==> src/hw/rtl/sfc_pkg.sv <==
// Shared types, constants and command microcode of the SPI flash command sequencer.
`default_nettype none
package sfc_pkg;

   localparam logic [24:0] CAPACITY_BYTES = 25'd4194304;
   localparam int unsigned PAGE_BYTES = 256;
   localparam int unsigned PAGE_BITS = $clog2(PAGE_BYTES);
   localparam int unsigned QUEUE_DEPTH = 4;
   localparam int unsigned QUEUE_PTR_BITS = $clog2(QUEUE_DEPTH);

   // Request opcodes.
   localparam logic [2:0] OP_READ = 3'd0;
   localparam logic [2:0] OP_WRITE_START = 3'd1;
   localparam logic [2:0] OP_WRITE_BYTE = 3'd2;
   localparam logic [2:0] OP_SECTOR_ERASE = 3'd3;
   localparam logic [2:0] OP_CHIP_ERASE = 3'd4;
   localparam logic [2:0] OP_BUSY_CHECK = 3'd5;
   localparam logic [2:0] OP_READ_ID = 3'd6;
   localparam logic [2:0] OP_SPI_REPLY = 3'd7;

   // Result kinds.
   localparam logic [2:0] K_CSA = 3'd0;
   localparam logic [2:0] K_CSR = 3'd1;
   localparam logic [2:0] K_SEND = 3'd2;
   localparam logic [2:0] K_DATA = 3'd3;
   localparam logic [2:0] K_DONE = 3'd4;
   localparam logic [2:0] K_ID = 3'd5;

   // Done status codes.
   localparam logic [1:0] ST_OK = 2'd0;
   localparam logic [1:0] ST_RANGE = 2'd1;
   localparam logic [1:0] ST_BUSY = 2'd2;
   localparam logic [1:0] ST_SEQUENCE = 2'd3;

   // Flash command bytes.
   localparam logic [7:0] CMD_READ = 8'h03;
   localparam logic [7:0] CMD_PROGRAM = 8'h02;
   localparam logic [7:0] CMD_STATUS = 8'h05;
   localparam logic [7:0] CMD_WREN = 8'h06;
   localparam logic [7:0] CMD_ID = 8'h90;
   localparam logic [7:0] CMD_ERASE_4K = 8'h20;
   localparam logic [7:0] CMD_ERASE_32K = 8'h52;
   localparam logic [7:0] CMD_ERASE_64K = 8'hD8;
   localparam logic [7:0] CMD_CHIP = 8'h60;
   localparam logic [7:0] BUSY_MASK = 8'h01;

   // Front phases.
   localparam logic [2:0] PH_IDLE = 3'd0;
   localparam logic [2:0] PH_READ = 3'd1;
   localparam logic [2:0] PH_COLLECT = 3'd2;
   localparam logic [2:0] PH_POLL = 3'd3;
   localparam logic [2:0] PH_CHECK = 3'd4;
   localparam logic [2:0] PH_ID = 3'd5;

   // Command sequences handed from front to back.
   localparam logic [4:0] SQ_DONE = 5'd0;
   localparam logic [4:0] SQ_READ_START = 5'd1;
   localparam logic [4:0] SQ_READ_MORE = 5'd2;
   localparam logic [4:0] SQ_READ_END = 5'd3;
   localparam logic [4:0] SQ_POLL_MORE = 5'd4;
   localparam logic [4:0] SQ_POLL_CLOSE = 5'd5;
   localparam logic [4:0] SQ_POLL_DONE = 5'd6;
   localparam logic [4:0] SQ_CHECK_END = 5'd7;
   localparam logic [4:0] SQ_ID_MORE = 5'd8;
   localparam logic [4:0] SQ_ID_END = 5'd9;
   localparam logic [4:0] SQ_WB_OPEN_END = 5'd10;
   localparam logic [4:0] SQ_WB_OPEN = 5'd11;
   localparam logic [4:0] SQ_WB_END = 5'd12;
   localparam logic [4:0] SQ_WB_MID = 5'd13;
   localparam logic [4:0] SQ_SECTOR = 5'd14;
   localparam logic [4:0] SQ_CHIP = 5'd15;
   localparam logic [4:0] SQ_BUSY = 5'd16;
   localparam logic [4:0] SQ_ID_START = 5'd17;

   // Byte sources of a micro-op.
   localparam logic [2:0] SRC_K = 3'd0;
   localparam logic [2:0] SRC_A2 = 3'd1;
   localparam logic [2:0] SRC_A1 = 3'd2;
   localparam logic [2:0] SRC_A0 = 3'd3;
   localparam logic [2:0] SRC_DB = 3'd4;

   localparam logic [3:0] MAX_STEP = 4'd12;

   typedef struct packed {
      logic [2:0] opcode;
      logic [23:0] address;
      logic [15:0] length;
      logic [1:0] erase_size;
      logic [7:0] data_byte;
   } req_type;

   typedef struct packed {
      logic [2:0] kind;
      logic [7:0] out_byte;
      logic expect_reply;
      logic [1:0] status;
      logic [15:0] count;
      logic last;
   } rsp_type;

   typedef struct packed {
      logic [4:0] seq;
      logic [23:0] addr;
      logic [7:0] db;
      logic [1:0] status;
      logic [15:0] count;
   } desc_type;

   typedef struct packed {
      logic [2:0] kind;
      logic [2:0] src;
      logic [7:0] cbyte;
      logic rep;
      logic fin;
   } uop_type;

   function automatic uop_type mk(input logic [2:0] kind, input logic [2:0] src,
                                  input logic [7:0] cbyte, input logic rep,
                                  input logic fin);
      uop_type u;
      u.kind = kind;
      u.src = src;
      u.cbyte = cbyte;
      u.rep = rep;
      u.fin = fin;
      return u;
   endfunction

   // Common status-poll opening: deselect, select, status command, dummy byte with reply.
   function automatic uop_type poll_tail(input logic [3:0] s);
      uop_type u;
      case (s)
         4'd0: u = mk(K_CSR, SRC_K, 8'h00, 1'b0, 1'b0);
         4'd1: u = mk(K_CSA, SRC_K, 8'h00, 1'b0, 1'b0);
         4'd2: u = mk(K_SEND, SRC_K, CMD_STATUS, 1'b0, 1'b0);
         default: u = mk(K_SEND, SRC_K, 8'h00, 1'b1, 1'b1);
      endcase
      return u;
   endfunction

   // Write enable, then select and a command byte from the given source.
   function automatic uop_type wren_cmd(input logic [3:0] s, input logic [2:0] src,
                                        input logic [7:0] cb);
      uop_type u;
      case (s)
         4'd0: u = mk(K_CSA, SRC_K, 8'h00, 1'b0, 1'b0);
         4'd1: u = mk(K_SEND, SRC_K, CMD_WREN, 1'b0, 1'b0);
         4'd2: u = mk(K_CSR, SRC_K, 8'h00, 1'b0, 1'b0);
         4'd3: u = mk(K_CSA, SRC_K, 8'h00, 1'b0, 1'b0);
         default: u = mk(K_SEND, src, cb, 1'b0, 1'b0);
      endcase
      return u;
   endfunction

   function automatic uop_type addr_byte(input logic [3:0] s);
      uop_type u;
      case (s)
         4'd0: u = mk(K_SEND, SRC_A2, 8'h00, 1'b0, 1'b0);
         4'd1: u = mk(K_SEND, SRC_A1, 8'h00, 1'b0, 1'b0);
         default: u = mk(K_SEND, SRC_A0, 8'h00, 1'b0, 1'b0);
      endcase
      return u;
   endfunction

   function automatic uop_type flash_uop(input logic [4:0] seq, input logic [3:0] s);
      uop_type u;
      u = mk(K_DONE, SRC_K, 8'h00, 1'b0, 1'b1);
      case (seq)
         SQ_DONE: u = mk(K_DONE, SRC_K, 8'h00, 1'b0, 1'b1);
         SQ_READ_START: begin
            if (s == 4'd0) u = mk(K_CSA, SRC_K, 8'h00, 1'b0, 1'b0);
            else if (s == 4'd1) u = mk(K_SEND, SRC_K, CMD_READ, 1'b0, 1'b0);
            else if (s < 4'd5) u = addr_byte(s - 4'd2);
            else u = mk(K_SEND, SRC_K, 8'h00, 1'b1, 1'b1);
         end
         SQ_READ_MORE, SQ_ID_MORE: begin
            if (s == 4'd0) u = mk((seq == SQ_ID_MORE) ? K_ID : K_DATA, SRC_DB, 8'h00,
                                  1'b0, 1'b0);
            else u = mk(K_SEND, SRC_K, 8'h00, 1'b1, 1'b1);
         end
         SQ_READ_END: begin
            if (s == 4'd0) u = mk(K_DATA, SRC_DB, 8'h00, 1'b0, 1'b0);
            else u = poll_tail(s - 4'd1);
         end
         SQ_POLL_MORE: u = mk(K_SEND, SRC_K, 8'h00, 1'b1, 1'b1);
         SQ_POLL_CLOSE: u = mk(K_CSR, SRC_K, 8'h00, 1'b0, 1'b1);
         SQ_POLL_DONE, SQ_CHECK_END: begin
            if (s == 4'd0) u = mk(K_CSR, SRC_K, 8'h00, 1'b0, 1'b0);
            else u = mk(K_DONE, SRC_K, 8'h00, 1'b0, 1'b1);
         end
         SQ_ID_END: begin
            if (s == 4'd0) u = mk(K_ID, SRC_DB, 8'h00, 1'b0, 1'b0);
            else if (s == 4'd1) u = mk(K_CSR, SRC_K, 8'h00, 1'b0, 1'b0);
            else u = mk(K_DONE, SRC_K, 8'h00, 1'b0, 1'b1);
         end
         SQ_WB_OPEN_END, SQ_WB_OPEN: begin
            if (s < 4'd5) u = wren_cmd(s, SRC_K, CMD_PROGRAM);
            else if (s < 4'd8) u = addr_byte(s - 4'd5);
            else if (s == 4'd8) u = mk(K_SEND, SRC_DB, 8'h00, 1'b0, seq == SQ_WB_OPEN);
            else u = poll_tail(s - 4'd9);
         end
         SQ_WB_END: begin
            if (s == 4'd0) u = mk(K_SEND, SRC_DB, 8'h00, 1'b0, 1'b0);
            else u = poll_tail(s - 4'd1);
         end
         SQ_WB_MID: u = mk(K_SEND, SRC_DB, 8'h00, 1'b0, 1'b1);
         SQ_SECTOR: begin
            if (s < 4'd5) u = wren_cmd(s, SRC_DB, 8'h00);
            else if (s < 4'd8) u = addr_byte(s - 4'd5);
            else if (s == 4'd8) u = mk(K_CSR, SRC_K, 8'h00, 1'b0, 1'b0);
            else u = mk(K_DONE, SRC_K, 8'h00, 1'b0, 1'b1);
         end
         SQ_CHIP: begin
            if (s < 4'd5) u = wren_cmd(s, SRC_K, CMD_CHIP);
            else u = poll_tail(s - 4'd5);
         end
         SQ_BUSY: u = poll_tail(s + 4'd1);
         SQ_ID_START: begin
            if (s == 4'd0) u = mk(K_CSA, SRC_K, 8'h00, 1'b0, 1'b0);
            else if (s == 4'd1) u = mk(K_SEND, SRC_K, CMD_ID, 1'b0, 1'b0);
            else if (s < 4'd5) u = mk(K_SEND, SRC_K, 8'h00, 1'b0, 1'b0);
            else u = mk(K_SEND, SRC_K, 8'h00, 1'b1, 1'b1);
         end
         default: u = mk(K_DONE, SRC_K, 8'h00, 1'b0, 1'b1);
      endcase
      return u;
   endfunction

endpackage
`default_nettype wire

==> src/hw/rtl/sfc_front.sv <==
// Request front end: checks each request against the flash state and picks a command sequence.
`default_nettype none
module sfc_front (
   input wire logic clock,
   input wire logic reset,
   input wire logic accept,
   input wire sfc_pkg::req_type req,
   output sfc_pkg::desc_type desc,
   output logic enq
);
   import sfc_pkg::*;

   logic [2:0] phase_ff, phase_in;
   logic [23:0] cur_addr_ff, cur_addr_in;
   logic [15:0] remaining_ff, remaining_in;
   logic [15:0] clipped_ff, clipped_in;
   logic page_open_ff, page_open_in;
   logic [2:0] active_ff, active_in;
   logic id_stage_ff, id_stage_in;

   logic out_of_range;
   logic [24:0] room;
   logic [15:0] clip_len;
   logic [15:0] rem_dec;
   logic [23:0] addr_inc;
   logic busy_bit;
   logic wb_end;

   always_comb begin
      out_of_range = {1'b0, req.address} >= CAPACITY_BYTES;
      room = CAPACITY_BYTES - {1'b0, req.address};
      clip_len = ({9'd0, req.length} < room) ? req.length : room[15:0];
      rem_dec = remaining_ff - 16'd1;
      addr_inc = cur_addr_ff + 24'd1;
      busy_bit = (req.data_byte & BUSY_MASK) != 8'd0;
      wb_end = (rem_dec == 16'd0) || (addr_inc[PAGE_BITS-1:0] == '0);

      phase_in = phase_ff;
      cur_addr_in = cur_addr_ff;
      remaining_in = remaining_ff;
      clipped_in = clipped_ff;
      page_open_in = page_open_ff;
      active_in = active_ff;
      id_stage_in = id_stage_ff;
      enq = 1'b1;
      desc.seq = SQ_DONE;
      desc.addr = req.address;
      desc.db = req.data_byte;
      desc.status = ST_OK;
      desc.count = 16'd0;

      if (req.opcode == OP_SPI_REPLY) begin
         case (phase_ff)
            PH_READ: begin
               remaining_in = rem_dec;
               if (rem_dec != 16'd0) begin
                  desc.seq = SQ_READ_MORE;
               end else begin
                  desc.seq = SQ_READ_END;
                  active_in = OP_READ;
                  phase_in = PH_POLL;
               end
            end
            PH_POLL: begin
               if (busy_bit) begin
                  desc.seq = SQ_POLL_MORE;
               end else if (active_ff == OP_WRITE_START && remaining_ff != 16'd0) begin
                  desc.seq = SQ_POLL_CLOSE;
                  phase_in = PH_COLLECT;
               end else begin
                  desc.seq = SQ_POLL_DONE;
                  desc.count = (active_ff == OP_CHIP_ERASE) ? 16'd0 : clipped_ff;
                  phase_in = PH_IDLE;
               end
            end
            PH_CHECK: begin
               desc.seq = SQ_CHECK_END;
               desc.status = busy_bit ? ST_BUSY : ST_OK;
               phase_in = PH_IDLE;
            end
            PH_ID: begin
               if (!id_stage_ff) begin
                  desc.seq = SQ_ID_MORE;
                  id_stage_in = 1'b1;
               end else begin
                  desc.seq = SQ_ID_END;
                  id_stage_in = 1'b0;
                  phase_in = PH_IDLE;
               end
            end
            default: enq = 1'b0;
         endcase
      end else if (req.opcode == OP_WRITE_BYTE && phase_ff == PH_COLLECT) begin
         desc.addr = cur_addr_ff;
         if (!page_open_ff) desc.seq = wb_end ? SQ_WB_OPEN_END : SQ_WB_OPEN;
         else desc.seq = wb_end ? SQ_WB_END : SQ_WB_MID;
         cur_addr_in = addr_inc;
         remaining_in = rem_dec;
         page_open_in = !wb_end;
         if (wb_end) begin
            active_in = OP_WRITE_START;
            phase_in = PH_POLL;
         end
      end else if (phase_ff != PH_IDLE || req.opcode == OP_WRITE_BYTE) begin
         desc.status = ST_SEQUENCE;
      end else begin
         case (req.opcode)
            OP_READ, OP_WRITE_START: begin
               if (out_of_range) begin
                  desc.status = ST_RANGE;
               end else if (clip_len != 16'd0) begin
                  clipped_in = clip_len;
                  remaining_in = clip_len;
                  cur_addr_in = req.address;
                  active_in = req.opcode;
                  if (req.opcode == OP_READ) begin
                     desc.seq = SQ_READ_START;
                     phase_in = PH_READ;
                  end else begin
                     enq = 1'b0;
                     page_open_in = 1'b0;
                     phase_in = PH_COLLECT;
                  end
               end
            end
            OP_SECTOR_ERASE: begin
               if (out_of_range) begin
                  desc.status = ST_RANGE;
               end else begin
                  desc.seq = SQ_SECTOR;
                  case (req.erase_size)
                     2'd1: desc.db = CMD_ERASE_32K;
                     2'd2: desc.db = CMD_ERASE_64K;
                     default: desc.db = CMD_ERASE_4K;
                  endcase
               end
            end
            OP_CHIP_ERASE: begin
               desc.seq = SQ_CHIP;
               active_in = OP_CHIP_ERASE;
               phase_in = PH_POLL;
            end
            OP_BUSY_CHECK: begin
               desc.seq = SQ_BUSY;
               active_in = OP_BUSY_CHECK;
               phase_in = PH_CHECK;
            end
            default: begin
               desc.seq = SQ_ID_START;
               id_stage_in = 1'b0;
               active_in = OP_READ_ID;
               phase_in = PH_ID;
            end
         endcase
      end
   end

   always_ff @(posedge clock) begin
      if (reset) begin
         phase_ff <= PH_IDLE;
         cur_addr_ff <= '0;
         remaining_ff <= '0;
         clipped_ff <= '0;
         page_open_ff <= 1'b0;
         active_ff <= '0;
         id_stage_ff <= 1'b0;
      end else if (accept) begin
         phase_ff <= phase_in;
         cur_addr_ff <= cur_addr_in;
         remaining_ff <= remaining_in;
         clipped_ff <= clipped_in;
         page_open_ff <= page_open_in;
         active_ff <= active_in;
         id_stage_ff <= id_stage_in;
      end
   end

endmodule
`default_nettype wire

==> src/hw/rtl/sfc_queue.sv <==
// Small command queue between the front end and the byte sequencer.
`default_nettype none
module sfc_queue (
   input wire logic clock,
   input wire logic reset,
   input wire logic push,
   input wire sfc_pkg::desc_type push_data,
   output logic full,
   input wire logic pop,
   output logic nonempty,
   output sfc_pkg::desc_type head
);
   import sfc_pkg::*;

   desc_type entry_ff [QUEUE_DEPTH];
   logic [QUEUE_PTR_BITS-1:0] wr_ptr_ff, rd_ptr_ff;
   logic [QUEUE_PTR_BITS:0] fill_ff;

   assign full = fill_ff == (QUEUE_PTR_BITS + 1)'(QUEUE_DEPTH);
   assign nonempty = fill_ff != '0;
   assign head = entry_ff[rd_ptr_ff];

   always_ff @(posedge clock) begin
      if (push) entry_ff[wr_ptr_ff] <= push_data;
   end

   always_ff @(posedge clock) begin
      if (reset) begin
         wr_ptr_ff <= '0;
         rd_ptr_ff <= '0;
         fill_ff <= '0;
      end else begin
         if (push) wr_ptr_ff <= wr_ptr_ff + 1'b1;
         if (pop) rd_ptr_ff <= rd_ptr_ff + 1'b1;
         if (push && !pop) fill_ff <= fill_ff + 1'b1;
         else if (pop && !push) fill_ff <= fill_ff - 1'b1;
      end
   end

   a_no_overflow: assert property (@(posedge clock) disable iff (reset)
      push |-> !full)
      else $error("queue written while full");
   a_no_underflow: assert property (@(posedge clock) disable iff (reset)
      pop |-> nonempty)
      else $error("queue read while empty");
   a_fill_grows: assert property (@(posedge clock) disable iff (reset)
      (push && !pop) |=> fill_ff == $past(fill_ff) + 1'b1)
      else $error("queue fill count lost a push");

endmodule
`default_nettype wire

==> src/hw/rtl/sfc_back.sv <==
// Byte sequencer: expands each queued command into chip-select, byte and done transactions.
`default_nettype none
module sfc_back (
   input wire logic clock,
   input wire logic reset,
   input wire logic nonempty,
   input wire sfc_pkg::desc_type head,
   output logic pop,
   output logic rsp_valid,
   input wire logic rsp_ready,
   output sfc_pkg::rsp_type rsp_data
);
   import sfc_pkg::*;

   logic [3:0] step_ff;
   logic valid_ff;
   rsp_type data_ff, data_in;
   uop_type u;
   logic load;

   always_comb begin
      u = flash_uop(head.seq, step_ff);
      load = nonempty && (!valid_ff || rsp_ready);
      pop = load && u.fin;
      data_in.kind = u.kind;
      case (u.src)
         SRC_A2: data_in.out_byte = head.addr[23:16];
         SRC_A1: data_in.out_byte = head.addr[15:8];
         SRC_A0: data_in.out_byte = head.addr[7:0];
         SRC_DB: data_in.out_byte = head.db;
         default: data_in.out_byte = u.cbyte;
      endcase
      data_in.expect_reply = u.rep;
      data_in.status = (u.kind == K_DONE) ? head.status : ST_OK;
      data_in.count = (u.kind == K_DONE) ? head.count : 16'd0;
      data_in.last = u.fin;
   end

   always_ff @(posedge clock) begin
      if (load) data_ff <= data_in;
   end

   always_ff @(posedge clock) begin
      if (reset) begin
         valid_ff <= 1'b0;
         step_ff <= '0;
      end else if (load) begin
         valid_ff <= 1'b1;
         step_ff <= u.fin ? 4'd0 : step_ff + 4'd1;
      end else if (rsp_ready) begin
         valid_ff <= 1'b0;
      end
   end

   assign rsp_valid = valid_ff;
   assign rsp_data = data_ff;

   a_step_bound: assert property (@(posedge clock) disable iff (reset)
      step_ff <= MAX_STEP)
      else $error("sequence step beyond longest command");
   a_idle_step: assert property (@(posedge clock) disable iff (reset)
      !nonempty |-> step_ff == 4'd0)
      else $error("step left nonzero with no command queued");
   a_pop_last: assert property (@(posedge clock) disable iff (reset)
      pop |=> rsp_valid && rsp_data.last)
      else $error("command retired without a last transaction");

endmodule
`default_nettype wire

==> src/hw/rtl/spi_flash_command_sequencer.sv <==
// Top level of the SPI flash command sequencer: front end, command queue and byte sequencer.
// With the command queue empty, an accepted request that is queued is written into the queue,
// and the byte sequencer then registers its first result into rsp_data and raises rsp_valid.
// Throughput: one result transaction per cycle from the byte sequencer while rsp_ready is high;
// a request expands into up to thirteen results and holds the sequencer until its last is taken.
// Requests are taken every cycle while the four-entry command queue has room.
// Synchronous active-high reset returns the front end to idle and empties the queue.
`default_nettype none
module spi_flash_command_sequencer (
   input wire logic clock,
   input wire logic reset,
   input wire logic req_valid,
   output logic req_ready,
   input wire sfc_pkg::req_type req_data,
   output logic rsp_valid,
   input wire logic rsp_ready,
   output sfc_pkg::rsp_type rsp_data
);
   import sfc_pkg::*;

   desc_type desc, head;
   logic enq, full, nonempty, pop, accept;

   assign req_ready = !full;
   assign accept = req_valid && req_ready;

   sfc_front u_front (
      .clock(clock),
      .reset(reset),
      .accept(accept),
      .req(req_data),
      .desc(desc),
      .enq(enq)
   );

   sfc_queue u_queue (
      .clock(clock),
      .reset(reset),
      .push(accept && enq),
      .push_data(desc),
      .full(full),
      .pop(pop),
      .nonempty(nonempty),
      .head(head)
   );

   sfc_back u_back (
      .clock(clock),
      .reset(reset),
      .nonempty(nonempty),
      .head(head),
      .pop(pop),
      .rsp_valid(rsp_valid),
      .rsp_ready(rsp_ready),
      .rsp_data(rsp_data)
   );

endmodule
`default_nettype wire
==> config.mk <==
export PLATFORM = sky130hd
export DESIGN_NAME = spi_flash_command_sequencer
export DESIGN_NICKNAME = d
export VERILOG_FILES = /design/src/hw/rtl/sfc_pkg.sv /design/src/hw/rtl/sfc_front.sv /design/src/hw/rtl/sfc_queue.sv /design/src/hw/rtl/sfc_back.sv /design/src/hw/rtl/spi_flash_command_sequencer.sv
export SDC_FILE = /design/constraint.sdc
export NUM_CORES = 1
export LEC_CHECK = 0
export BUFFER_PORTS_ARGS = -buffer_cell sky130_fd_sc_hd__buf_2
export CORE_ASPECT_RATIO = 1.75
export CORE_MARGIN = 4
export CORE_UTILIZATION = 60
export CTS_BUF_LIST = sky130_fd_sc_hd__clkbuf_16
export CTS_CLUSTER_SIZE = 25
export DETAILED_ROUTE_END_ITERATION = 10
export GPL_TIMING_DRIVEN = 0
export PLACE_DENSITY = 0.78
export RECOVER_POWER = 100
export SYNTH_ARGS = -nofsm -noshare
export SYNTH_HDL_FRONTEND = slang
export SYNTH_HIERARCHICAL = 1
export SYNTH_SLANG_ARGS = --single-unit
==> constraint.sdc <==
create_clock -name clock -period 10.35 [get_ports clock]
set_clock_uncertainty 0.15 [all_clocks]
set_input_delay 1.035 -clock clock [delete_from_list [all_inputs] [get_ports clock]]
set_output_delay 1.035 -clock clock [all_outputs]
set_load 0.03 [all_outputs]
==> Word-level counts from Yosys, hierarchy flattened <==
Memories as Yosys holds them, arrays and structs flattened. A register that Yosys moved wholly into a read port is not among the register bits.
Index checks and enable logic that the tools add are counted.
{ "classes": {"add_sub_neg": 12, "multipliers": 0, "div": 0, "order_cmp": 4, "n_eq_ne": 70, "shift": 0, "n_mux": 129, "bitwise_logic": 4, "n_reduce_logical": 51} }
{ "ops": {"columns": ["cell", "count"], "rows": [
  ["$mux 16", 29],
  ["$pmux 15 s3", 7],
  ["$pmux 16 s14", 1],
  ["$mux 24", 6],
  ["$mux 3", 20],
  ["$pmux 12 s2", 2],
  ["$reduce_bool 16->1", 3],
  ["$eq 5x4->1 const B", 8],
  ["$pmux 5 s4", 2],
  ["$pmux 3 s4", 3],
  ["$mux 5", 7],
  ["$mux 32", 1],
  ["$pmux 8 s4", 1],
  ["$mux 1", 31],
  ["$eq 3x3->1 const B", 9],
  ["$lt 16x25->1", 1],
  ["$sub 23x24->25 const A", 1],
  ["$add 24x1->24 const B", 1],
  ["$eq 4x1->1 const B", 6],
  ["$eq 4x2->1 const B", 6],
  ["$ge 24x23->1 const B", 1],
  ["$logic_not 4->1", 6],
  ["$mux 8", 3],
  ["$eq 5x3->1 const B", 4],
  ["51 further kinds", 111]
]} }
{ "totals": {"regBits": 107, "latch_bits": 0, "ramBits": 220, "romBits": 0, "input_bits": 57, "n_memories": 1} }
{ "memory_table": {"columns": ["name", "depth", "width", "read_ports", "rd_clocked_by_memory_dff", "wr", "line_no", "rtl"], "rows": [
  ["u_queue.entry_ff", 4, 55, 1, 1, 1, "sfc_queue.sv:15", "desc_type entry_ff [QUEUE_DEPTH];"]
]} }

==> Longest topological paths before layout <==
Gate-level depths: netlist of the first run.
{ "logic_depth": {"ltp_word": 15, "ltp_mapped": 24, "depth_no_buf": 24} }

==> By module <==
The synthesis of the first run kept the hierarchy.
{ "modules_own_cells": {"columns": ["mod", "instances", "cells_each", "area_each_um2", "seq_area_each_um2"], "rows": [
  ["sfc_queue", 1, 331, 8435.6, 6786.5],
  ["sfc_front", 1, 861, 6117.1, 1281.2],
  ["sfc_back", 1, 293, 2852.7, 1031.0],
  ["spi_flash_command_sequencer", 1, 3, 18.8, 0.0]
]} }

==> Least setup slack after synthesis of the first run <==
OpenSTA, ideal clock, no wires.
{ "synth_timing": {"path_kind": "input -> register", "start": "input port req_data[26] (netlist name)", "end": "memory u_queue/entry_ff[0][0] (netlist name), enable pin", "t_arrival_ps": 5390, "required_ps": 9782, "setup_slack_ps": 4391, "stages": 19, "path_buffers": 0, "cell_sequence": "inv_1 ha_1 nor4b_2 and4b_1 nand2_1 xor2_1 inv_1 ha_1 and3_1 a221o_1 a41oi_1 o41ai_1 nand4_1 nor4_1 o211ai_1 o21ai_0 nand2_1 and3b_1 and2_1"} }
{ "synth_via": {"elab_chain_len": 13} }
{ "synth_lines": {"columns": ["item", "line_no", "rtl"], "rows": [
  ["start: declaration", "spi_flash_command_sequencer.sv:14", "input wire sfc_pkg::req_type req_data,"],
  ["$sub 23x24->25", "sfc_front.sv:31", "room = CAPACITY_BYTES - {1'b0, req.address};"],
  ["$lt 16x25->1", "sfc_front.sv:32", "clip_len = ({9'd0, req.length} < room) ? req.length : room[15:0];"],
  ["$mux 16", "sfc_front.sv:32", null],
  ["$reduce_bool 16->1", "sfc_front.sv:111", "end else if (clip_len != 16'd0) begin"],
  ["$mux 1", "sfc_front.sv:111", null],
  ["$mux 1 *", "sfc_front.sv:109", "if (out_of_range) begin"],
  ["$mux 1 *", "sfc_front.sv:107", "case (req.opcode)"],
  ["$mux 1 *", "sfc_front.sv:104", "end else if (phase_ff != PH_IDLE || req.opcode == OP_WRITE_BYTE) begin"],
  ["$mux 1 *", "sfc_front.sv:93", "end else if (req.opcode == OP_WRITE_BYTE && phase_ff == PH_COLLECT) begin"],
  ["$mux 1 *", "sfc_front.sv:52", "if (req.opcode == OP_SPI_REPLY) begin"],
  ["named net enq", "spi_flash_command_sequencer.sv:22", "logic enq, full, nonempty, pop, accept;"],
  ["$logic_and 1x1->1 *", "spi_flash_command_sequencer.sv:39", ".push(accept && enq),"],
  ["$mux 1 *", "sfc_queue.sv:24", "if (push) entry_ff[wr_ptr_ff] <= push_data;"],
  ["$mux 1 (implied by the code) *", "sfc_queue.sv:24", null],
  ["end: declaration", "sfc_queue.sv:15", null]
]} }
Mark *: on every way through the listed nets, which the timed path passes. The rest lies on a longest branch.

==> Final worst setup path of the first run <==
{ "layout_timing": {"start": "input port req_data[26] (netlist name)", "end": "memory u_queue/entry_ff[2][1] (netlist name), enable pin"} }
The elaborated chain is that of the path after synthesis.

==> key figures, run 1 <==
Run status
  • Result of the run: finished, violations left
  • Violations in the final reports: max-capacitance violations, max-slew violations

Clock network
  • Hold-fix buffers at CTS: 0
  • Root buf cell: sky130_fd_sc_hd__clkbuf_16
  • Quantity of gates resized following cts: 0
  • Number of buffers between clock root and the deepest sink: 3
  • Clock tree sinks: about 330
  • Clock-pin slew of the registers on the worst-case setup and hold paths: ~0.060 ns
  • Clk_lat worst skew: about 0.57 ns
  • Clock tree from TritonCTS: yes
  • Setup bufs post-CTS: 0
  • Number of buffers created by CTS: 29
  • Number of H-tree branching levels: 1

Floorplanning
  • Chip Width: ~140 um
  • Count of standard-cell rows: 82
  • Total Die Area: ~32000 um^2
  • Height of the chip: about 230 um
  • Number of top-level design ports: 90
  • Initial core utilization: approximately three fifths
  • Area of the core: approximately 29000 um^2

Layout
  • P&R area growth vs syn: 9.52%
  • Share of post-route cells with drive strength above 1: a little over an eighth
  • Number of filler instances in the final layout: around 2200
  • Finished Core Util: about two thirds
  • Nets: roughly 1700
  • ANT cells: 0

Worst setup path
  • Required time at the worst-slack endpoint: 10.29 ns
  • Endpoint class of the critical path: flop
  • Biggest fanout along the worst timing path: 55
  • Arrival time reported for the critical path endpoint: roughly 8 ns
  • Register-to-Register Setup Slack: 4.48 ns
  • Cells on worst reg2reg path: 17
  • Kind of start point of the critical path: input pin
  • R2R Path End: u_queue/fill_ff[2]
  • Start-to-end type of the worst setup path: input pin to flop

Detailed routing
  • Total number of vias: about 13000
  • DRC errors left: 0
  • First drt pass iteration count: 5
  • Detailed-route vias per instance: ~6.6
  • Remaining number of nets flagged by the antenna check after routing: 0
  • Detailed Route WL: just under 50000 um
  • Routed length per placed instance: 24.4 um
  • First-iteration detailed-routing DRC count: 1199

GRT
  • Overall routing resource usage: 30.3%
  • Via count of the first global-routing pass: between 10000 and 15000
  • Maximum number of pins on one net before global-route repair: 56
  • Global-route wire length before repair: around 73000 um
  • Total gr overflow: 0
  • Number of antenna violations at the first check in global routing: 0

Synthesis
  • Yosys warnings: 6
  • Post-Syn Nets: 1585
  • Sequential cell area fraction in the yosys report: 52.2%
  • Library cell with the highest instance count after synthesis: sky130_fd_sc_hd__edfxtp_1
  • Number of register bits inferred by synthesis: between 300 and 400
  • Post-synthesis instance area: about 17000 um^2
  • Cell type with the largest total area after synthesis: sky130_fd_sc_hd__edfxtp_1
  • Post-Synthesis Mean Instance Area: ~12 um^2
  • Yosys top cell area share: between 40% and 50%
  • Count of flip-flops with a built-in enable after synthesis: between 200 and 300
  • Synthesized netlist cell count: between 1000 and 1500
  • Distinct cell type count of the synthesized netlist: 101
  • Synth Flop Type: sky130_fd_sc_hd__edfxtp_1
  • Largest cells by area after synthesis: sky130_fd_sc_hd__edfxtp_1 (43%), sky130_fd_sc_hd__dfxtp_1 (9.0%), sky130_fd_sc_hd__mux4_2 (6.5%)
  • Async set-reset flop share out of synthesis: 0%
  • Post-synth top cells: sky130_fd_sc_hd__edfxtp_1 (251), sky130_fd_sc_hd__nand2_1 (137), sky130_fd_sc_hd__nor2_1 (88), sky130_fd_sc_hd__dfxtp_1 (78), sky130_fd_sc_hd__o21ai_0 (71)

Place
  • GP Congestion: 0.992
  • Port bufs: a little over 80
  • HPWL Detailed: 35300 um

Timing
  • Slew Limit Headroom: -95.2%
  • Worst-Margin Slew: between 2 and 3 ns
  • Hold violation count in the final report: 0
  • Total count of max-transition violations in the final report: between 200 and 300
  • TNS Setup: 0 ns
  • Tcrit/Tclk final: 77.7%
  • Setup repair after global routing missed its margin: no
  • Maximum operating frequency: 124 MHz
  • Final setup viols: 0
  • Shortest period the worst path allows: about 8 ns

Hold path
  • Worst Hold Path EP: u_front/clipped_ff[4]
  • Start point of the worst min-delay path: u_front/clipped_ff[4]
  • Kind of path behind the tightest hold check: flop to flop
  • WHS Path Cells: 2

Power
  • PwrDens: 212 nW/um^2
  • Cell leakage power: around 0.0064 uW
  • Worst IR drop on VDD: 0.197 mV

Flow run
  • Number of maximum-capacitance violations: 8
==> flip-flops by register name, indices dropped and copies added, names as in the netlist, named ones only <==
name / cells
u_back/step_ff: 4
u_front/id_stage_ff: 1
u_back/rsp_data: 31
u_front/active_ff: 3
u_front/phase_ff: 3
u_back/rsp_valid: 1
u_queue/rd_ptr_ff: 2
u_front/page_open_ff: 1
u_queue/fill_ff: 3
u_front/remaining_ff: 16
u_front/cur_addr_ff: 24
u_queue/entry_ff: 220
u_queue/wr_ptr_ff: 2
u_front/clipped_ff: 16
==> worst max path at each step <==
stage	cells after the start	startpoint	slack (ns)	to
2_1_floorplan	19	req_data[26]	4.39	u_queue/entry_ff[0][0]
3_3_place_gp	20	req_data[26]	2.21	u_queue/entry_ff[0][7]
3_5_place_dp	24	req_data[26]	3.37	u_queue/fill_ff[2]
4_1_cts	24	req_data[26]	3.93	u_queue/fill_ff[2]
5_1_grt	20	req_data[26]	1.82	u_queue/entry_ff[2][11]
6_report	20	req_data[26]	2.31	u_queue/entry_ff[2][1]
==> per-layer routing <==
layer / GRT usage (%) / part of all wire, %
met1: 34.6 / 35
met2: 53.3 / 52
met3: 3.08 / 5.4
met4: 19.9 / 7.7
met5: 0 / 0
==> area by class of cell <==
class                           count  area (um^2)  share of cell area, %
Buffer                             94          513                   2.69
Clock buffer                       29          726                   3.80
Clock inverter                     25          240                   1.26
Inverter                           48          180                  0.944
Multi-Input combinational cell   1017         7480                   39.2
Sequential cell                   329         9100                   47.7
Tap cell                          378          473                   2.48
Timing Repair Buffer               83          368                   1.93
==> cells by family after synthesis <==
| kind of cell | after synthesis | share of synthesized area (%) |
|---|---|---|
| flip-flops | 329 | 52.2 |
| AND/OR/NAND/NOR | 521 | 16.0 |
| AO/OA/AOI/OAI | 346 | 14.5 |
| multiplexers | 83 | 8.88 |
| XOR/XNOR | 27 | 1.36 |
| buffers and inverters | 142 | 4.13 |
| adder cells (fa/ha/maj) | 40 | 2.92 |
==> placed cells by master, fill, tap and decap left out, types with 15 or more instances in the layout <==
cell and count:
sky130_fd_sc_hd__clkbuf_1 100, sky130_fd_sc_hd__nand2_1 137, sky130_fd_sc_hd__a211oi_1 18, sky130_fd_sc_hd__clkbuf_16 29
sky130_fd_sc_hd__nor2b_1 18, sky130_fd_sc_hd__o21ai_0 74, sky130_fd_sc_hd__o211ai_1 26, sky130_fd_sc_hd__mux4_2 50
sky130_fd_sc_hd__and3_1 15, sky130_fd_sc_hd__and2_0 32, sky130_fd_sc_hd__nand3_1 42, sky130_fd_sc_hd__a21oi_1 72
sky130_fd_sc_hd__nor4_1 17, sky130_fd_sc_hd__or3_1 23, sky130_fd_sc_hd__dfxtp_1 78, sky130_fd_sc_hd__buf_2 62
sky130_fd_sc_hd__nand4_1 16, sky130_fd_sc_hd__mux2i_1 20, sky130_fd_sc_hd__xor2_1 15, sky130_fd_sc_hd__edfxtp_1 251
sky130_fd_sc_hd__inv_1 49, sky130_fd_sc_hd__ha_1 39, sky130_fd_sc_hd__nor3_1 48, sky130_fd_sc_hd__nor2_1 88
==> power by group <==
part / internal (uW) / leakage [uW] / switching, uW
registers: 1660 / 0.00289 / 67.7
logic: 416 / 0.00300 / 813
clock network: 616 / 0.000484 / 475
total: 2690 / 0.00637 / 1360
==> critical path: stages <==
cell and delay [ns]:
sky130_fd_sc_hd__clkbuf_1 0.19, sky130_fd_sc_hd__inv_1 0.13, sky130_fd_sc_hd__ha_1 0.33, sky130_fd_sc_hd__nor4b_1 0.77, sky130_fd_sc_hd__and4b_1 0.43, sky130_fd_sc_hd__nand2_1 0.10, sky130_fd_sc_hd__xor2_1 0.30, sky130_fd_sc_hd__inv_1 0.08
sky130_fd_sc_hd__ha_1 0.29, sky130_fd_sc_hd__and3_1 0.20, sky130_fd_sc_hd__a221o_1 0.32, sky130_fd_sc_hd__a41oi_1 0.17, sky130_fd_sc_hd__o41ai_1 0.12, sky130_fd_sc_hd__nand4_1 0.25, sky130_fd_sc_hd__nor4_1 0.16, sky130_fd_sc_hd__o211ai_1 0.24
sky130_fd_sc_hd__o21ai_0 0.14, sky130_fd_sc_hd__nand2_1 0.16, sky130_fd_sc_hd__and3b_1 0.32, sky130_fd_sc_hd__and2_1 2.16
==> per-stage QoR <==
stage | std cells | hold WS [ns] | setup WS, ns | instance area, um^2 | power (uW)
after CTS | 2001 | 0.349 | 3.93 | 19300 | 4090
after global placement | 1947 | 0.327 | 2.21 | 18300 | 2980
after global routing | 2003 | 0.384 | 1.82 | 19100 | 4220
after detailed placement | 1947 | 0.340 | 3.37 | 18300 | 3000
final | 2003 | 0.350 | 2.31 | 19100 | 4040
after floorplan | 1488 | 0.308 | 4.39 | 17400 | 2620
Power figures use the tool's default switching activity.
==> run 2: changes to the inputs <==
--- a/config.mk
+++ b/config.mk
@@ -5,6 +5,7 @@
 export SDC_FILE = /design/constraint.sdc
 export NUM_CORES = 1
 export LEC_CHECK = 0
+export ABC_AREA = 1
 export BUFFER_PORTS_ARGS = -buffer_cell sky130_fd_sc_hd__buf_2
 export CORE_ASPECT_RATIO = 1.75
 export CORE_MARGIN = 4
==> constraint.sdc (replaced) <==
create_clock -name clock -period 8.17 [get_ports clock]
set_clock_uncertainty 0.15 [all_clocks]
set_input_delay 0.817 -clock clock [delete_from_list [all_inputs] [get_ports clock]]
set_output_delay 0.817 -clock clock [all_outputs]
set_load 0.03 [all_outputs]
==> run 2 against run 1 <==
The run now ends clean. Combinational power grew 56%. Setup slack worse by 0.72 ns. Final cell count is 27% higher.
==> key figures, run 2 <==
Power
  • Total Power: 5630 uW (was 4040 uW)
  • Switching fraction of total power: 37.6% (was 33.5%)
  • Cell leakage power: 0.00770 uW (was 0.00637 uW)
  • Total internal power: 3510 uW (was 2690 uW)
  • Clock network power share: 26.6% (was 27.0%)
  • PwrDens: 292 nW/um^2 (was 212 nW/um^2)
  • Reported net switching power: 2110 uW (was 1360 uW)
  • Combinational power share: 34.1% (was 30.4%)
  • Sequential fraction of design power: 39.3% (was 42.6%)
  • Worst IR drop on VDD: 0.223 mV (was 0.197 mV)

Place
  • GP Congestion: 0.994 (was 0.992)
  • Port bufs: 89 (was 81)
  • Placed instance count: 2491 (was 1947)
  • HPWL Detailed: 37400 um (was 35300 um)

Synthesis
  • Distinct cell type count of the synthesized netlist: 52 (was 101)
  • Async set-reset flop share out of synthesis: 0% (unchanged)
  • Sequential cell area fraction in the yosys report: 52.4% (was 52.2%)
  • Number of register bits inferred by synthesis: 329 (unchanged)
  • Synthesized netlist cell count: 2020 (was 1488)
  • Synth Flop Type: sky130_fd_sc_hd__edfxtp_1 (unchanged)
  • Post-synth top cells: sky130_fd_sc_hd__nand2_1 (352), sky130_fd_sc_hd__nor2_1 (349), sky130_fd_sc_hd__edfxtp_1 (251), sky130_fd_sc_hd__inv_1 (200), sky130_fd_sc_hd__nand3_1 (140) (was sky130_fd_sc_hd__edfxtp_1 (251), sky130_fd_sc_hd__nand2_1 (137), sky130_fd_sc_hd__nor2_1 (88), sky130_fd_sc_hd__dfxtp_1 (78), sky130_fd_sc_hd__o21ai_0 (71))
  • Largest cells by area after synthesis: sky130_fd_sc_hd__edfxtp_1 (43%), sky130_fd_sc_hd__dfxtp_1 (9.0%), sky130_fd_sc_hd__nand2_1 (7.6%) (was sky130_fd_sc_hd__edfxtp_1 (43%), sky130_fd_sc_hd__dfxtp_1 (9.0%), sky130_fd_sc_hd__mux4_2 (6.5%))
  • Cell type with the largest total area after synthesis: sky130_fd_sc_hd__edfxtp_1 (unchanged)
  • Post-Syn Nets: 2117 (was 1585)
  • Post-Synthesis Mean Instance Area: 8.60 um^2 (was 11.7 um^2)
  • Yosys top cell area share: 43.4% (was 43.3%)
  • Count of flip-flops with a built-in enable after synthesis: 251 (unchanged)
  • Post-synthesis instance area: 17400 um^2 (about the same)
  • Yosys warnings: 6 (unchanged)
  • Library cell with the highest instance count after synthesis: sky130_fd_sc_hd__nand2_1 (was sky130_fd_sc_hd__edfxtp_1)

Worst setup path
  • Required time at the worst-slack endpoint: 8.26 ns (was 10.29 ns)
  • Launch point of the critical path: req_data[26] (unchanged)
  • Kind of start point of the critical path: input pin (unchanged)
  • Start-to-end type of the worst setup path: input pin to flop (unchanged)
  • Biggest cell delay along the critical path: 0.61 ns (was 2.16 ns)
  • Most prevalent standard cell on the critical path: sky130_fd_sc_hd__nand2_1
  • Biggest fanout along the worst timing path: 34 (was 55)
  • Slowest cell on the critical path: sky130_fd_sc_hd__nor2_1 (was sky130_fd_sc_hd__and2_1)
  • Arrival time reported for the critical path endpoint: 6.67 ns (was 7.98 ns)
  • Endpoint class of the critical path: flop (unchanged)

Layout
  • Nets: 2241 (was 1699)
  • Share of post-route cells with drive strength above 1: 8.49% (was 13.2%)
  • Final standard cell count with taps included and fillers excluded: 2544 (was 2003)
  • Max reg flops: 220 (unchanged)
  • Most frequent cells in the layout: sky130_fd_sc_hd__nand2_1 (355), sky130_fd_sc_hd__nor2_1 (353), sky130_fd_sc_hd__edfxtp_1 (251) (was sky130_fd_sc_hd__edfxtp_1 (251), sky130_fd_sc_hd__nand2_1 (137), sky130_fd_sc_hd__clkbuf_1 (100))
  • Multi-input gate area: 6930 um^2 (was 7480 um^2)
  • Sequential cell area: 9100 um^2 (unchanged)
  • Number of filler instances in the final layout: 2323 (was 2220)
  • Register with the most flip-flops: u_queue/entry_ff (unchanged)
  • Leading cell type in the layout, fill and taps excluded: sky130_fd_sc_hd__nand2_1 (was sky130_fd_sc_hd__edfxtp_1)
  • P&R area growth vs syn: 10.9% (was 9.52%)
  • ANT cells: 0 (unchanged)

Timing
  • Maximum operating frequency: between 150 and 200 MHz
  • Final setup viols: 0 (unchanged)
  • Worst-Margin Slew: 1.35 ns (was 2.93 ns)
  • TNS Setup: 0 ns (unchanged)
  • Tcrit/Tclk final: roughly 81%
  • Shortest period the worst path allows: 6.58 ns
  • Hold violation count in the final report: 0 (unchanged)
  • Total count of max-transition violations in the final report: 0 (was 269)
  • Slew Limit Headroom: 9.57% (was -95.2%)
  • Setup repair after global routing missed its margin: no (unchanged)
  • Min Hold Slack: 0.303 ns (was 0.350 ns)

Detailed routing
  • Detailed Route WL: 50500 um (was 48800 um)
  • Remaining number of nets flagged by the antenna check after routing: 0 (unchanged)
  • Detailed-route vias per instance: 5.89 (was 6.64)
  • Total number of vias: 15000 (was 13300)
  • First-iteration detailed-routing DRC count: 1221 (was 1199)
  • First drt pass iteration count: 5 (unchanged)
  • DRC errors left: 0 (unchanged)
  • Routed length per placed instance: 19.8 um (was 24.4 um)

GRT
  • Maximum number of pins on one net before global-route repair: 37 (was 56)
  • Via count of the first global-routing pass: 14900 (was 12900)
  • Total gr overflow: 0 (unchanged)
  • Global-route wire length before repair: 77500 um (was 73400 um)
  • Overall routing resource usage: 31.6% (was 30.3%)
  • Number of antenna violations at the first check in global routing: 0 (unchanged)

Clock network
  • Setup bufs post-CTS: 0 (unchanged)
  • Clock-pin slew of the registers on the worst-case setup and hold paths: 0.06 ns (about the same)
  • Root buf cell: sky130_fd_sc_hd__clkbuf_16 (unchanged)
  • Quantity of gates resized following cts: 0 (unchanged)
  • Number of H-tree branching levels: 1 (unchanged)
  • Clock tree from TritonCTS: yes (unchanged)
  • Number of buffers between clock root and the deepest sink: 3 (unchanged)
  • Hold-fix buffers at CTS: 0 (unchanged)
  • Clk_lat worst skew: 0.56 ns (was 0.57 ns)
  • Number of buffers created by CTS: 29 (unchanged)
  • Clock tree sinks: 329 (unchanged)

Floorplanning
  • Chip Width: 137 um (about the same)
  • Area of the core: 28600 um^2 (unchanged)
  • Number of top-level design ports: 90 (unchanged)
  • Count of standard-cell rows: 82 (unchanged)
  • Initial core utilization: 60.7% (was 60.9%)
  • Height of the chip: 233 um (about the same)
  • Total Die Area: 31800 um^2 (was 31900 um^2)

Run status
  • Result of the run: finished, final reports clean (was finished, violations left)

Hold path
  • Start point of the worst min-delay path: u_queue/rd_ptr_ff[1] (was u_front/clipped_ff[4])
  • Kind of path behind the tightest hold check: flop to flop (unchanged)

Flow run
  • Number of maximum-capacitance violations: 0 (was 8)
run 2: critical path, delay by kind of cell:
kind	cells	cell delay, ns
AO/OA/AOI/OAI	5	0.85
buffers and inverters	8	1.63
adder cells (fa/ha/maj)	2	0.56
XOR/XNOR	1	0.44
AND/OR/NAND/NOR	13	2.29
run 2: metal layers:
layer | global-route usage, % | vias up | share of wire [%]
li1 | - | 7107 | -
met1 | 33.7 | 6981 | 35
met2 | 57.7 | 692 | 52
met3 | 3.29 | 203 | 5.9
met4 | 20.8 | 0 | 7.7
met5 | 0 | - | 0
run 2: cell families after synthesis:
| group | share of synthesized area, % |
|---|---|
| flops | 52.4 |
| simple gates | 24.4 |
| compound gates | 11.5 |
| fa+ha+maj | 2.93 |
| buf+inv | 7.24 |
| mux | 0.0648 |
| xor+xnor | 1.46 |
run 2: area by class of cell:
type                    count  share of cell area (%)
clock buffers              29                    3.77
well taps                 378                    2.46
repair buffers             93                    2.49
plain buffers              76                    2.22
multi-input cells        1403                    36.0
inverters                 212                    4.15
flip-flops and latches    329                    47.2
clock inverters            24                    1.67
run 2: through the flow:
stage / setup slack [ns] / utilization [%] / cell area [um^2]
floorplan: 2.85 / - / 17400
global placement: 0.851 / 63.9 / 18300
detailed placement: 2.00 / 64.1 / 18400
CTS: 2.59 / 67.8 / 19400
global route: 1.17 / 67.3 / 19300
finish: 1.59 / 67.3 / 19300
run 2: worst paths after layout:
path,slack [ns],cells past startpoint,end
max reg2reg,3.69,23,u_queue/fill_ff[2]
min,0.30,1,u_queue/rd_ptr_ff[1]
max,1.59,29,u_queue/entry_ff[2][35]
min reg2reg,0.30,1,u_queue/rd_ptr_ff[1]
run 2: power by group through the flow:
stage,combinational [uW],clock [uW],sequential [uW]
after floorplan,1170,0,2400
after global placement,1890,0,2250
after detailed placement,1950,0,2250
after CTS,1970,1520,2210
after global routing,2090,1580,2230
final,1920,1490,2210
==> run 3: changes to the inputs <==
==> constraint.sdc (replaced) <==
create_clock -name clock -period 6.65 [get_ports clock]
set_clock_uncertainty 0.15 [all_clocks]
set_input_delay 0.665 -clock clock [delete_from_list [all_inputs] [get_ports clock]]
set_output_delay 0.665 -clock clock [all_outputs]
set_load 0.03 [all_outputs]
==> run 3 against run 2 <==
Die area unchanged. Sequential cell count unchanged. Global-route usage unchanged. Final cell count unchanged. Utilization increased by 0.074 points. Sequential share of layout area decreased by 0.052 points. Count of clock-buffer cells in the layout unchanged. Routed wire length increased by 0.24%. Combinational power increased by 23%. Largest power group unchanged.
==> key figures, run 3 (synthesis results as in run 2) <==
Worst setup path
  • Slowest cell on the critical path: sky130_fd_sc_hd__inv_2 (was sky130_fd_sc_hd__nor2_1)
  • R2R Path End: u_queue/fill_ff[2] (unchanged)
  • Kind of start point of the critical path: input pin (unchanged)
  • Register-to-Register Setup Slack: 2.16 ns (was 3.69 ns)
  • Arrival time reported for the critical path endpoint: 6.02 ns (was 6.67 ns)
  • Total number of cells along the worst setup path: 30 (was 29)
  • Endpoint class of the critical path: flop (unchanged)
  • Biggest cell delay along the critical path: 0.44 ns (was 0.61 ns)
  • Top cell family by delay on the critical path: simple AND/OR/NAND/NOR gates (unchanged)
  • Launch point of the critical path: req_data[26] (unchanged)
  • Start-to-end type of the worst setup path: input pin to flop (unchanged)
  • Endpoint of the most critical setup path: u_queue/entry_ff[3][28] (was u_queue/entry_ff[2][35])
  • Most prevalent standard cell on the critical path: sky130_fd_sc_hd__nand2_1 (unchanged)
  • Cells on worst reg2reg path: 23 (unchanged)
  • Required time at the worst-slack endpoint: 6.74 ns (was 8.26 ns)
  • Biggest fanout along the worst timing path: 36 (was 34)
  • Number of buffers and inverters on the critical path: 8 (unchanged)

Layout
  • P&R area growth vs syn: 11.0% (was 10.9%)
  • Sequential cell area: 9100 um^2 (unchanged)
  • Leading cell type in the layout, fill and taps excluded: sky130_fd_sc_hd__nand2_1 (unchanged)
  • Number of filler instances in the final layout: 2318 (was 2323)
  • Share of post-route cells with drive strength above 1: 8.54% (was 8.49%)
  • Register with the most flip-flops: u_queue/entry_ff (unchanged)
  • Max reg flops: 220 (unchanged)
  • Nets: 2241 (unchanged)
  • Finished Core Util: 67.3% (about the same)
  • Most frequent cells in the layout: sky130_fd_sc_hd__nand2_1 (356), sky130_fd_sc_hd__nor2_1 (352), sky130_fd_sc_hd__edfxtp_1 (251) (was sky130_fd_sc_hd__nand2_1 (355), sky130_fd_sc_hd__nor2_1 (353), sky130_fd_sc_hd__edfxtp_1 (251))
  • ANT cells: 0 (unchanged)
  • Multi-input gate area: 6950 um^2 (was 6930 um^2)

Timing
  • Hold violation count in the final report: 0 (unchanged)
  • Worst-Margin Slew: 1.36 ns (was 1.35 ns)
  • Final setup viols: 0 (unchanged)
  • Min Hold Slack: 0.221 ns (was 0.303 ns)
  • Total count of max-transition violations in the final report: 0 (unchanged)
  • Tcrit/Tclk final: about 90%
  • Setup repair after global routing missed its margin: no (unchanged)
  • Worst-case setup margin in the final layout: 0.718 ns (was 1.59 ns)
  • Shortest period the worst path allows: between 5 and 6 ns
  • Maximum operating frequency: approximately 170 MHz
  • Slew Limit Headroom: 9.28% (was 9.57%)

Hold path
  • WHS Path Cells: 2 (was 1)
  • Kind of path behind the tightest hold check: input pin to flop (was flop to flop)

GRT
  • Maximum number of pins on one net before global-route repair: 37 (unchanged)
  • Via count of the first global-routing pass: 14900 (unchanged)
  • Total gr overflow: 0 (unchanged)
  • Global-route wire length before repair: 77500 um (unchanged)
  • Number of antenna violations at the first check in global routing: 0 (unchanged)
  • Overall routing resource usage: 31.6% (unchanged)

Clock network
  • Number of buffers created by CTS: 29 (unchanged)
  • Number of H-tree branching levels: 1 (unchanged)
  • Clock tree from TritonCTS: yes (unchanged)
  • Setup bufs post-CTS: 0 (unchanged)
  • Quantity of gates resized following cts: 0 (unchanged)
  • Clk_lat worst skew: 0.56 ns (about the same)
  • Root buf cell: sky130_fd_sc_hd__clkbuf_16 (unchanged)
  • Clock-pin slew of the registers on the worst-case setup and hold paths: 0.07 ns (was 0.06 ns)
  • Number of buffers between clock root and the deepest sink: 3 (unchanged)
  • Clock tree sinks: 329 (unchanged)
  • Hold-fix buffers at CTS: 0 (unchanged)

Detailed routing
  • Remaining number of nets flagged by the antenna check after routing: 0 (unchanged)
  • First drt pass iteration count: 6 (was 5)
  • Total number of vias: 15000 (about the same)
  • Routed length per placed instance: 19.9 um (was 19.8 um)
  • Detailed Route WL: 50600 um (was 50500 um)
  • Detailed-route vias per instance: 5.89 (about the same)
  • DRC errors left: 0 (unchanged)
  • First-iteration detailed-routing DRC count: 1240 (was 1221)

Power
  • Total internal power: 4310 uW (was 3510 uW)
  • Reported net switching power: 2610 uW (was 2110 uW)
  • Cell leakage power: 0.00773 uW (was 0.00770 uW)
  • Total Power: 6920 uW (was 5630 uW)
  • Worst IR drop on VDD: 0.274 mV (was 0.223 mV)
  • Sequential fraction of design power: 39.3% (about the same)
  • Switching fraction of total power: 37.7% (was 37.6%)
  • Combinational power share: 34.1% (about the same)
  • Clock network power share: 26.6% (about the same)
  • PwrDens: 359 nW/um^2 (was 292 nW/um^2)

Floorplanning
  • Height of the chip: 233 um (unchanged)
  • Chip Width: 137 um (unchanged)
  • Initial core utilization: 60.7% (unchanged)
  • Number of top-level design ports: 90 (unchanged)
  • Area of the core: 28600 um^2 (unchanged)
  • Count of standard-cell rows: 82 (unchanged)
  • Total Die Area: 31800 um^2 (unchanged)

Place
  • Pre-CTS setup slack: 0.634 ns (was 2.00 ns)
  • Port bufs: 89 (unchanged)
  • GP Congestion: 0.994 (unchanged)
  • HPWL Detailed: 37400 um (unchanged)

Run status
  • Result of the run: finished, final reports clean (unchanged)

Flow run
  • Number of maximum-capacitance violations: 0 (unchanged)
==> run 3: worst register-to-register path, stage by stage, from the launching register on <==
cell and delay [ns]:
sky130_fd_sc_hd__dfxtp_1 0.33, sky130_fd_sc_hd__inv_1 0.30, sky130_fd_sc_hd__clkbuf_1 0.44, sky130_fd_sc_hd__o21ai_0 0.17, sky130_fd_sc_hd__o22ai_1 0.32, sky130_fd_sc_hd__inv_1 0.10, sky130_fd_sc_hd__nor2_1 0.36, sky130_fd_sc_hd__nand3_1 0.16
sky130_fd_sc_hd__nand2_1 0.17, sky130_fd_sc_hd__inv_1 0.06, sky130_fd_sc_hd__nand3_1 0.12, sky130_fd_sc_hd__nand3_1 0.09, sky130_fd_sc_hd__nor2_1 0.30, sky130_fd_sc_hd__a21oi_1 0.20, sky130_fd_sc_hd__inv_1 0.10, sky130_fd_sc_hd__ha_1 0.16
sky130_fd_sc_hd__inv_1 0.08, sky130_fd_sc_hd__fa_1 0.44, sky130_fd_sc_hd__inv_1 0.07, sky130_fd_sc_hd__nand2_1 0.06, sky130_fd_sc_hd__nand3_1 0.08, sky130_fd_sc_hd__nand2_1 0.05, sky130_fd_sc_hd__inv_1 0.05, sky130_fd_sc_hd__nor2_1 0.04
==> run 3: area by class of cell <==
cell class	instances	area share, %
clock buffers	29	3.76
multi-input cells	1403	36.0
clock inverters	24	1.67
repair buffers	93	2.49
flip-flops and latches	329	47.2
well taps	378	2.45
inverters	212	4.14
plain buffers	76	2.25
==> run 3: worst min-delay path by stage <==
stage	startpoint	to	slack (ns)
after global placement	u_queue/rd_ptr_ff[1]	u_queue/rd_ptr_ff[1]	0.29
after CTS	reset	u_back/step_ff[2]	0.20
final	reset	u_back/step_ff[3]	0.22
after detailed placement	u_queue/rd_ptr_ff[1]	u_queue/rd_ptr_ff[1]	0.29
after floorplan	u_queue/rd_ptr_ff[1]	flop	0.26
after global routing	rsp_ready	u_back/rsp_valid	0.23
==> run 3: per-layer routing <==
metal	wire length, um	share of wire, %	vias to the layer above	GRT usage [%]
met5	0	0	-	0
met4	3750	7.4	0	20.8
met3	2950	5.8	194	3.29
met2	26200	52	693	57.7
met1	17700	35	7000	33.7
li1	-	-	7107	-
==> run 3: through the flow <==
| stage | setup TNS [ns] | instance area, um^2 | instances |
|---|---|---|---|
| after floorplan | 0 | 17400 | 2020 |
| after global routing | 0 | 19300 | 2544 |
| after global placement | -107.11 | 18300 | 2487 |
| final | 0 | 19300 | 2544 |
| after CTS | 0 | 19400 | 2544 |
| after detailed placement | 0 | 18400 | 2491 |
==> run 3: power groups by stage <==
stage | Combinational (uW) | Sequential, uW | Clock [uW]
6_report | 2360 | 2720 | 1840
3_5_place_dp | 2400 | 2760 | 0
2_1_floorplan | 1440 | 2940 | 0
4_1_cts | 2410 | 2720 | 1860
3_3_place_gp | 2320 | 2760 | 0
5_1_grt | 2570 | 2740 | 1940
